==> src/hdl/dngr_pkg.sv <==
// ----------------------------------------------------------------------------
// dngr_pkg
// Shared types, constants and the digit glyph table of the decimal number
// glyph renderer.
// ----------------------------------------------------------------------------
package dngr_pkg;

  localparam int NUMBER_W  = 31;
  localparam int COORD_W   = 10;
  localparam int GLYPH_X_W = 11;
  localparam int BITS_W    = 20;
  localparam int DIGIT_W   = 4;

  localparam int MAX_DIGITS_DEF = 10;
  localparam int GLYPH_WIDTH    = 4;
  localparam int GLYPH_HEIGHT   = 5;
  localparam int GLYPH_PITCH    = GLYPH_WIDTH + 1;

  // floor(n / 10) == (n * RECIP_TEN) >> RECIP_SHIFT for every 32-bit n
  localparam logic [31:0] RECIP_TEN   = 32'hCCCC_CCCD;
  localparam int          RECIP_SHIFT = 35;
  localparam int          PROD_W      = NUMBER_W + 32;
  localparam int          QUOT_W      = PROD_W - RECIP_SHIFT;

  typedef enum logic [1:0] {
    S_IDLE,
    S_MUL,
    S_DIV,
    S_EMIT
  } state_t;

  typedef struct packed {
    logic load;
    logic mul;
    logic step;
    logic advance;
  } cmd_t;

  typedef struct packed {
    logic more;
    logic last;
  } sts_t;

  function automatic logic [BITS_W-1:0] glyph_rom(input logic [DIGIT_W-1:0] d);
    logic [BITS_W-1:0] g;
    case (d)
      4'd0:    g = 20'hF999F;
      4'd1:    g = 20'hF2232;
      4'd2:    g = 20'hF168F;
      4'd3:    g = 20'hF8E8F;
      4'd4:    g = 20'h44F64;
      4'd5:    g = 20'h7871F;
      4'd6:    g = 20'h6971E;
      4'd7:    g = 20'h1248F;
      4'd8:    g = 20'hF9F9F;
      4'd9:    g = 20'hF8F9F;
      default: g = '0;
    endcase
    return g;
  endfunction

endpackage

==> src/hdl/dngr_number_if.sv <==
// ----------------------------------------------------------------------------
// dngr_number_if
// Input channel: number to draw and the text box origin.
// ----------------------------------------------------------------------------
interface dngr_number_if;
  logic                          valid;
  logic                          ready;
  logic [dngr_pkg::NUMBER_W-1:0] number_value;
  logic [dngr_pkg::COORD_W-1:0]  origin_x;
  logic [dngr_pkg::COORD_W-1:0]  origin_y;

  modport source (output valid, number_value, origin_x, origin_y, input ready);
  modport sink   (input valid, number_value, origin_x, origin_y, output ready);
endinterface

==> src/hdl/dngr_glyph_if.sv <==
// ----------------------------------------------------------------------------
// dngr_glyph_if
// Output channel: one glyph placement per decimal digit.
// ----------------------------------------------------------------------------
interface dngr_glyph_if;
  logic                           valid;
  logic                           ready;
  logic [dngr_pkg::GLYPH_X_W-1:0] glyph_x;
  logic [dngr_pkg::COORD_W-1:0]   glyph_y;
  logic [dngr_pkg::BITS_W-1:0]    glyph_bits;
  logic [dngr_pkg::DIGIT_W-1:0]   digit_value;
  logic                           last_digit;

  modport source (output valid, glyph_x, glyph_y, glyph_bits, digit_value, last_digit,
                  input ready);
  modport sink   (input valid, glyph_x, glyph_y, glyph_bits, digit_value, last_digit,
                  output ready);
endinterface

==> src/hdl/decimal_number_glyph_renderer.sv <==
// ----------------------------------------------------------------------------
// decimal_number_glyph_renderer
// Splits a number into decimal digits and emits one 4x5 glyph per digit.
//
// Channels: number (sink) takes number_value, origin_x, origin_y; glyph
// (source) gives glyph_x, glyph_y, glyph_bits, digit_value, last_digit.
// A transaction completes when valid and ready are both high at a clock edge.
// Digits come out least significant first; last_digit marks the most
// significant one, which sits at origin_x. Zero gives a single digit 0.
// Numbers with more than MAX_DIGITS digits keep the low MAX_DIGITS digits.
// Sequence: the number is loaded, then each digit takes one pass of the
// divide loop (reciprocal multiply, then quotient/remainder), and the
// glyphs are emitted only after all digits have been split. The first
// glyph is offered once the last divide step is done.
// One number is handled at a time; number.ready is high only when idle.
// When the receiver stalls, the current glyph is held unchanged.
// Synchronous reset returns the block to idle; pending glyphs are dropped.
// ----------------------------------------------------------------------------
module decimal_number_glyph_renderer #(
  parameter int MAX_DIGITS = dngr_pkg::MAX_DIGITS_DEF
) (
  input  logic         clk,
  input  logic         rst,
  dngr_number_if.sink  number,
  dngr_glyph_if.source glyph
);

  dngr_pkg::cmd_t cmd;
  dngr_pkg::sts_t sts;

  dngr_ctrl u_ctrl (
    .clk       (clk),
    .rst       (rst),
    .in_valid  (number.valid),
    .in_ready  (number.ready),
    .out_valid (glyph.valid),
    .out_ready (glyph.ready),
    .cmd       (cmd),
    .sts       (sts)
  );

  dngr_dp #(
    .MAX_DIGITS (MAX_DIGITS)
  ) u_dp (
    .clk          (clk),
    .rst          (rst),
    .cmd          (cmd),
    .sts          (sts),
    .number_value (number.number_value),
    .origin_x     (number.origin_x),
    .origin_y     (number.origin_y),
    .glyph_x      (glyph.glyph_x),
    .glyph_y      (glyph.glyph_y),
    .glyph_bits   (glyph.glyph_bits),
    .digit_value  (glyph.digit_value),
    .last_digit   (glyph.last_digit)
  );

endmodule

==> src/hdl/dngr_dp.sv <==
// ----------------------------------------------------------------------------
// dngr_dp
// Datapath: divide-by-ten by reciprocal multiply, digit store, glyph
// position accumulator and glyph lookup.
// ----------------------------------------------------------------------------
module dngr_dp #(
  parameter int MAX_DIGITS = dngr_pkg::MAX_DIGITS_DEF
) (
  input  logic                           clk,
  input  logic                           rst,
  input  dngr_pkg::cmd_t                 cmd,
  output dngr_pkg::sts_t                 sts,
  input  logic [dngr_pkg::NUMBER_W-1:0]  number_value,
  input  logic [dngr_pkg::COORD_W-1:0]   origin_x,
  input  logic [dngr_pkg::COORD_W-1:0]   origin_y,
  output logic [dngr_pkg::GLYPH_X_W-1:0] glyph_x,
  output logic [dngr_pkg::COORD_W-1:0]   glyph_y,
  output logic [dngr_pkg::BITS_W-1:0]    glyph_bits,
  output logic [dngr_pkg::DIGIT_W-1:0]   digit_value,
  output logic                           last_digit
);

  localparam int CNT_W = $clog2(MAX_DIGITS + 1);
  localparam int IDX_W = (MAX_DIGITS > 1) ? $clog2(MAX_DIGITS) : 1;

  logic [dngr_pkg::NUMBER_W-1:0]  n;
  logic [dngr_pkg::QUOT_W-1:0]    q;
  logic [CNT_W-1:0]               cnt;
  logic [IDX_W-1:0]               k;
  logic [dngr_pkg::GLYPH_X_W-1:0] x;
  logic [dngr_pkg::COORD_W-1:0]   y;
  logic [dngr_pkg::DIGIT_W-1:0]   digs [MAX_DIGITS];

  logic [dngr_pkg::PROD_W-1:0]    prod;
  logic [dngr_pkg::NUMBER_W-1:0]  q_ext;
  logic [dngr_pkg::NUMBER_W-1:0]  q_times_ten;
  logic [dngr_pkg::NUMBER_W-1:0]  rem_full;
  logic [dngr_pkg::DIGIT_W-1:0]   rem;

  assign prod        = dngr_pkg::PROD_W'(n) * dngr_pkg::PROD_W'(dngr_pkg::RECIP_TEN);
  assign q_ext       = dngr_pkg::NUMBER_W'(q);
  assign q_times_ten = (q_ext << 3) + (q_ext << 1);
  assign rem_full    = n - q_times_ten;
  assign rem         = rem_full[dngr_pkg::DIGIT_W-1:0];

  always_ff @(posedge clk) begin
    if (cmd.load) begin
      n <= number_value;
      x <= dngr_pkg::GLYPH_X_W'(origin_x);
      y <= origin_y;
    end else if (cmd.step) begin
      n <= q_ext;
      if (sts.more) begin
        x <= x + dngr_pkg::GLYPH_X_W'(dngr_pkg::GLYPH_PITCH);
      end
    end else if (cmd.advance) begin
      x <= x - dngr_pkg::GLYPH_X_W'(dngr_pkg::GLYPH_PITCH);
    end
    if (cmd.mul) begin
      q <= prod[dngr_pkg::PROD_W-1:dngr_pkg::RECIP_SHIFT];
    end
    if (cmd.step) begin
      digs[cnt[IDX_W-1:0]] <= rem;
    end
  end

  always_ff @(posedge clk) begin
    if (rst) begin
      cnt <= '0;
      k   <= '0;
    end else if (cmd.load) begin
      cnt <= '0;
      k   <= '0;
    end else begin
      if (cmd.step) begin
        cnt <= cnt + CNT_W'(1);
      end
      if (cmd.advance) begin
        k <= k + IDX_W'(1);
      end
    end
  end

  assign sts.more = (q != '0) && (cnt < CNT_W'(MAX_DIGITS - 1));
  assign sts.last = (CNT_W'(k) == cnt - CNT_W'(1));

  assign glyph_x     = x;
  assign glyph_y     = y;
  assign digit_value = digs[k];
  assign glyph_bits  = dngr_pkg::glyph_rom(digs[k]);
  assign last_digit  = sts.last;

endmodule

==> src/hdl/dngr_ctrl.sv <==
// ----------------------------------------------------------------------------
// dngr_ctrl
// Controller: sequences load, divide steps and glyph emission.
// ----------------------------------------------------------------------------
module dngr_ctrl (
  input  logic           clk,
  input  logic           rst,
  input  logic           in_valid,
  output logic           in_ready,
  output logic           out_valid,
  input  logic           out_ready,
  output dngr_pkg::cmd_t cmd,
  input  dngr_pkg::sts_t sts
);

  dngr_pkg::state_t state, state_next;

  always_ff @(posedge clk) begin
    if (rst) begin
      state <= dngr_pkg::S_IDLE;
    end else begin
      state <= state_next;
    end
  end

  always_comb begin
    state_next = state;
    cmd        = '0;
    in_ready   = 1'b0;
    out_valid  = 1'b0;
    case (state)
      dngr_pkg::S_IDLE: begin
        in_ready = 1'b1;
        if (in_valid) begin
          cmd.load   = 1'b1;
          state_next = dngr_pkg::S_MUL;
        end
      end
      dngr_pkg::S_MUL: begin
        cmd.mul    = 1'b1;
        state_next = dngr_pkg::S_DIV;
      end
      dngr_pkg::S_DIV: begin
        cmd.step   = 1'b1;
        state_next = sts.more ? dngr_pkg::S_MUL : dngr_pkg::S_EMIT;
      end
      dngr_pkg::S_EMIT: begin
        out_valid = 1'b1;
        if (out_ready) begin
          cmd.advance = 1'b1;
          if (sts.last) begin
            state_next = dngr_pkg::S_IDLE;
          end
        end
      end
      default: begin
        state_next = dngr_pkg::S_IDLE;
      end
    endcase
  end

  a_no_overlap: assert property (@(posedge clk) disable iff (rst)
    !(in_ready && out_valid))
    else $error("input taken while glyphs pending");

  a_last_frees: assert property (@(posedge clk) disable iff (rst)
    (out_valid && out_ready && sts.last) |=> in_ready)
    else $error("not idle after last glyph");

  a_div_done: assert property (@(posedge clk) disable iff (rst)
    (state == dngr_pkg::S_DIV && !sts.more) |=> out_valid)
    else $error("emission did not follow last divide step");

  a_one_cmd: assert property (@(posedge clk) disable iff (rst)
    $onehot0({cmd.load, cmd.mul, cmd.step, cmd.advance}))
    else $error("conflicting datapath commands");

endmodule

==> src/flat_wrapper.sv <==
// flat-port wrapper written by rule: the top's interface ports become plain ports
module decimal_number_glyph_renderer_flat 
#(
  parameter int MAX_DIGITS = dngr_pkg::MAX_DIGITS_DEF
)
  (clk, rst, number_valid, number_number_value, number_origin_x, number_origin_y, number_ready, glyph_valid, glyph_glyph_x, glyph_glyph_y, glyph_glyph_bits, glyph_digit_value, glyph_last_digit, glyph_ready);
  dngr_number_if number_i ();
  dngr_glyph_if glyph_i ();
  input  logic clk;
  input  logic rst;
  input wire logic [$bits(number_i.valid)-1:0] number_valid;
  input wire logic [$bits(number_i.number_value)-1:0] number_number_value;
  input wire logic [$bits(number_i.origin_x)-1:0] number_origin_x;
  input wire logic [$bits(number_i.origin_y)-1:0] number_origin_y;
  output wire logic [$bits(number_i.ready)-1:0] number_ready;
  output wire logic [$bits(glyph_i.valid)-1:0] glyph_valid;
  output wire logic [$bits(glyph_i.glyph_x)-1:0] glyph_glyph_x;
  output wire logic [$bits(glyph_i.glyph_y)-1:0] glyph_glyph_y;
  output wire logic [$bits(glyph_i.glyph_bits)-1:0] glyph_glyph_bits;
  output wire logic [$bits(glyph_i.digit_value)-1:0] glyph_digit_value;
  output wire logic [$bits(glyph_i.last_digit)-1:0] glyph_last_digit;
  input wire logic [$bits(glyph_i.ready)-1:0] glyph_ready;
  assign number_i.valid = number_valid;
  assign number_i.number_value = number_number_value;
  assign number_i.origin_x = number_origin_x;
  assign number_i.origin_y = number_origin_y;
  assign number_ready = number_i.ready;
  assign glyph_valid = glyph_i.valid;
  assign glyph_glyph_x = glyph_i.glyph_x;
  assign glyph_glyph_y = glyph_i.glyph_y;
  assign glyph_glyph_bits = glyph_i.glyph_bits;
  assign glyph_digit_value = glyph_i.digit_value;
  assign glyph_last_digit = glyph_i.last_digit;
  assign glyph_i.ready = glyph_ready;
  decimal_number_glyph_renderer #(.MAX_DIGITS(MAX_DIGITS)) u_core (.clk(clk), .rst(rst), .number(number_i), .glyph(glyph_i));
endmodule
==> config.mk <==
export PLATFORM = sky130hd
export DESIGN_NAME = decimal_number_glyph_renderer_flat
export DESIGN_NICKNAME = d
export VERILOG_FILES = /design/src/hdl/dngr_pkg.sv /design/src/hdl/dngr_number_if.sv /design/src/hdl/dngr_glyph_if.sv /design/src/hdl/decimal_number_glyph_renderer.sv /design/src/hdl/dngr_dp.sv /design/src/hdl/dngr_ctrl.sv /design/src/flat_wrapper.sv
export SDC_FILE = /design/constraint.sdc
export NUM_CORES = 1
export LEC_CHECK = 0
export ABC_AREA = 1
export BUFFER_PORTS_ARGS = -buffer_cell sky130_fd_sc_hd__buf_2
export CAP_MARGIN = 30
export CORE_ASPECT_RATIO = 0.5
export CORE_MARGIN = 8
export CORE_UTILIZATION = 40
export CTS_CLUSTER_SIZE = 14
export DETAILED_ROUTE_END_ITERATION = 8
export PLACE_DENSITY = 0.67
export SYNTH_ARGS = -nofsm -noshare
export SYNTH_HDL_FRONTEND = slang
export SYNTH_SLANG_ARGS = --single-unit
==> constraint.sdc <==
create_clock -name clk -period 13.4 [get_ports clk]
set_input_delay 2.68 -clock clk [delete_from_list [all_inputs] [get_ports clk]]
set_output_delay 2.68 -clock clk [all_outputs]
set_load 0.01 [all_outputs]
# Yosys cells after proc, flatten, opt, wreduce, memory -nomap -nowiden
# Memories as Yosys holds them, arrays and structs flattened. A register that Yosys moved wholly into a read port is not among the register bits.
# Index checks and enable logic that the tools add are counted.
# op_classes
bitwise	0
add_sub_neg	7
magnitude_cmp	1
mul	1
div	0
n_eq_ne	9
reduce_logical	10
shifts	0
muxes	23
# op_table
op	count
$mul A31 B32 Y63 const B	1
$mux W31	2
$mux W11	3
$reduce_bool A28 Y1	1
$add A11 B3 Y11 const B	1
$sub A11 B3 Y11 const B	1
$mux W1	10
$mux W10	1
$add A4 B1 Y4 const B	2
$mux W2	4
$mux W4	2
$ne A2 B2 Y1 const B	4
$pmux W2 S4	1
$add A4 B4 Y4	1
$eq A2 B2 Y1 const B	2
$eq A4 B4 Y1	1
$lt A4 B4 Y1 const B	1
$reduce_and A2 Y1	2
$reduce_bool A2 Y1	2
$sub A4 B1 Y4 const B	1
$sub A4 B4 Y4	1
$ne A3 B2 Y1 const B	1
$reduce_and A3 Y1	1
$reduce_bool A3 Y1	1
other kinds (4)	4
# word_totals
ramBits	40
reg_bits	90
latch_bits	0
inputBits	55
output_inout_bits	48
rom_bits	320
mem_count	2
# memory_table
name	words	width	rd	rd_ports_with_merged_regs	wr	line_no	rtl
(no name shown)	16	20	1	0	0	dngr_pkg.sv:46	case (d)
u_core.u_dp.digs	10	4	1	1	1	dngr_dp.sv:32	logic [dngr_pkg::DIGIT_W-1:0] digs [MAX_DIGITS];

# Longest topological paths before layout
# logic_depth
depth_word	5
depth_mapped	31
ltp_nobuf	31

# Cells and area by module
# Synthesis repeated with hierarchy kept, for this count alone.
# unflattened
cells_unflattened	2379
area_unflattened_um2	19936.6
# by_module_without_submodules
module	cells_each	instances	area_per_inst_um2
dngr_dp	2358	1	19805.2
dngr_ctrl	21	1	131.4

# Least setup slack after synthesis
# Ideal clock, no wire load.
# synth_path
path_kind	reg-to-reg
start	register u_core.u_dp.n[16] in the netlist's numbering
end	register u_core.u_dp.q[17] in the netlist's numbering (data pin)
arrival_time_ps	5710
path_stages_with_launch	24
slack_ps	7438
setup_ps	252
path_cell_list	edfxtp_1 > ha_1 > inv_1 > fa_1 > fa_1 > fa_1 > inv_1 > fa_1 > fa_1 > fa_1 > inv_1 > fa_1 > inv_1 > ha_1 > nand2_1 > inv_1 > a21oi_1 > nand2_1 > a21oi_1 > nor2_1 > nor2_1 > nand2_1 > nand2_1 > nand2_1
# synth_between
elab_chain_len	1
# synth_lines
element	line_no	rtl
start, declared	dngr_dp.sv:26	logic [dngr_pkg::NUMBER_W-1:0] n;
start signal, assigned	dngr_dp.sv:48	n <= number_value;
start signal, assigned	dngr_dp.sv:52	n <= q_ext;
$mul A31 B32 Y63	dngr_dp.sv:40	assign prod = dngr_pkg::PROD_W'(n) * dngr_pkg::PROD_W'(dngr_pkg::RECIP_TEN);
net u_core.u_dp.prod (one bit)	dngr_dp.sv:34	logic [dngr_pkg::PROD_W-1:0] prod;
end signal, assigned	dngr_dp.sv:60	q <= prod[dngr_pkg::PROD_W-1:dngr_pkg::RECIP_SHIFT];
end, declared	dngr_dp.sv:27	logic [dngr_pkg::QUOT_W-1:0] q;
# The timed path passes the listed nets, and every way through them passes these cells.
# A chain may end at the register's enable or synchronous reset.

# Final worst setup path
# layout_path
start	register u_core.u_dp.n[23] in the netlist's numbering
end	register u_core.u_dp.q[15] in the netlist's numbering (data pin)
# The elaborated chain is that of the path after synthesis.

==> metrics.cfg <==
[timing]
min_period_ps = 7170
finClkSkew_ps = 22.4
fin_crit_sh_pct = 53.5
setup_tns_ps = 0
hold_ws_ps = 506
final_hold_viol_count = 0
rsz0062_at_grt = no
setup-violations-final = 0
worst_slew_pin_slew_ps = 1140
drv_slew = 0
fmax_mhz = 139
slew_headroom_pct = 24.0

[global_routing]
grt_first_pass_wirelength_mm = 89.6
overflow = 0
antenna_found_initial = 3
grt_busiest_layer = met2
grt_pass1_vias = 15900
met1_usage_pct = 26.7
use_met3_pct = 5.73
grt_util_met2_pct = 30.5
grt_max_degree = 85
grt_usage_pct = 19.9

[synthesis]
synth_top_cells_by_count = inv_1 (620), nand2_1 (558), ha_1 (327)
synth_seq_cells = 134
avgSynthCellArea_um2 = 8.24
seq_area_frac_synth_pct = 19.3
yosys.area.top_type = fa_1
synth-edff-count = 119
yosysMostFrequentCell = inv_1
netlist_top_cells_area = fa_1 (23%), ha_1 (20%), edfxtp_1 (18%)
synth-main-ff-cell = edfxtp_1
syn_nets = 3047
async_flop_share_pct = 0
syn-cell-area_um2 = 20100
yosys_warnings = 0
synth.distinct_cells = 44
syn_inst = 2434
synth_top_cell_area_share_pct = 23.1

[detailed_routing]
drc_errors = 0
via_per_inst = 4.99
vias = 16000
wirelength_mm = 57.9
first_iter_violations = 1399
first_pass_iters = 7
drtAntennaViolNets = 0
wl_per_cell_um = 18.0

[cts]
clock_latency_ps = 460
cts-buffers-inserted = 17
cts.clk_slew.worst_paths_ps = 90
holdBufCountCts = 0
cts-htree-levels = 4
cts_setup_buffers = 0
cts_tree = yes
clock-sinks = 134
clockRootBuffer = clkbuf_16
clock_path_buffers = 2
cts-resized-gates = 0

[die]
coreArea_um2 = 49900
core.rowCount = 58
die_height_um = 174
initial_utilization_pct = 40.2
dieArea_um2 = 58000
ios = 103
die_width_um = 333

[worst_setup_path]
path_class = flop to flop
reg2reg_to = u_core.u_dp.q[15]$_DFFE_PN_
rr_worst_depth = 24
critical_path.slowest_cell = fa_1
path_cells = inv_1 > ha_1 > inv_1 > ha_1 > a21oi_1 > fa_1 > fa_1 > inv_1 > fa_1 > fa_1 > fa_1 > inv_1 > fa_1 > inv_1 > ha_1 > nand2_1 > nor2_1 > nand2_1 > nor3_2 > nand2_1 > nor2_1 > nor2_1 > nand3_1 > nand2_1
r2r-start = u_core.u_dp.n[23]$_DFFE_PP_
crit_start = u_core.u_dp.n[23]$_DFFE_PP_
start_kind = flop
critPathRequiredTime_ps = 13620
cpMostUsedCell = fa_1
r2r_slack_ps = 6230
critPathArrivalTime_ps = 7390
end_kind = flop
cpPeakStageDelay_ps = 620
cp_top_family = adder cells
crit_fanout = 5
cp_num_buf_inv = 5

[worst_hold_path]
whs_endpoint = u_core.u_dp.glyph_x[10]$_SDFFE_PP0P_
hp-class = flop to flop
hp-start = u_core.u_dp.glyph_x[10]$_SDFFE_PP0P_
hold_depth = 2

[final_layout]
drive_above_1_share_pct = 6.69
nets = 3156
fill_cells = 4854
area_growth_pct = 9.46
final_core_util_pct = 44.0

[placement]
place_hpwl_mm = 51.0
portBuffers = 102
gp_congestion = 1.04

[status]
outcome = complete, no violations

[run]
drv_cap = 0

## worst max path at each step
| stage | endpoint | slack, ps | cells past startpoint |
|---|---|---|---|
| 6_report | u_core.u_dp.q[15]$_DFFE_PN_ | 6230 | 24 |
| 2_1_floorplan | u_core.u_dp.q[17]$_DFFE_PN_ | 7440 | 23 |
| 4_1_cts | u_core.u_dp.q[15]$_DFFE_PN_ | 6400 | 23 |
| 3_3_place_gp | u_core.u_dp.q[15]$_DFFE_PN_ | 6320 | 24 |
| 3_5_place_dp | u_core.u_dp.q[15]$_DFFE_PN_ | 6440 | 23 |
| 5_1_grt | u_core.u_dp.q[15]$_DFFE_PN_ | 6000 | 23 |
## kinds of logic after synthesis
family | synth area share, %
flops | 19.3
simple gates | 17.3
xor+xnor | 1.53
fa+ha+maj | 43.5
compound gates | 6.16
buf+inv | 12.2
## final cells by class
type | instances | area [µm²] | area share, %
multi-input combinational | 1657 | 13700 | 62.6
inverter | 627 | 2360 | 10.7
clock inverter | 13 | 139 | 0.633
clock buffer | 19 | 475 | 2.17
timing repair buffer | 106 | 548 | 2.50
sequential | 134 | 3870 | 17.6
tap | 660 | 826 | 3.76
antenna | 1 | 2.50 | 0.0114
## routing by layer
layer | vias to the layer above | share of wire, % | wire length, µm
met2 | 581 | 44 | 25200
met4 | 2 | 3.5 | 2010
li1 | 7766 | - | -
met1 | 7604 | 43 | 25200
met3 | 87 | 9.6 | 5540
met5 | - | 0.022 | 13
## flip-flops by register name, indices dropped and copies added (netlist names), named ones only
signal / cells
u_core.u_dp.k: 4
u_core.u_dp.glyph_y: 10
u_core.u_dp.n: 31
u_core.u_dp.digs: 40
u_core.u_dp.q: 28
u_core.u_dp.glyph_x: 11
u_core.u_ctrl.state: 2
u_core.u_dp.cnt: 4
## stage by stage
stage | area [µm²] | instances | setup WS (ps)
floorplan | 20100 | 2434 | 7440
global placement | 21300 | 3183 | 6320
detailed placement | 21300 | 3184 | 6440
CTS | 22000 | 3216 | 6400
global route | 22000 | 3216 | 6000
finish | 22000 | 3217 | 6230
## tightest hold or removal path, cell delays in order, from the launching register on
cell     delay, ps
dfxtp_1        330
nand3_1         80
a21oi_1         60
## layout by cell type, fill, tap and decap left out, drive strengths merged, types with 16 or more instances in the layout
master	count
inv	635
nand2	563
ha	327
fa	231
nor2	137
edfxtp	119
buf	106
a21oi	105
nand3	83
o21ai	78
nand4	22
xor2	19
clkbuf	19
nor3	19
xnor2	16
Power is left out: the tool's default activity adds up to more than one toggle a clock period on the data nets, which glitch-free logic cannot reach.
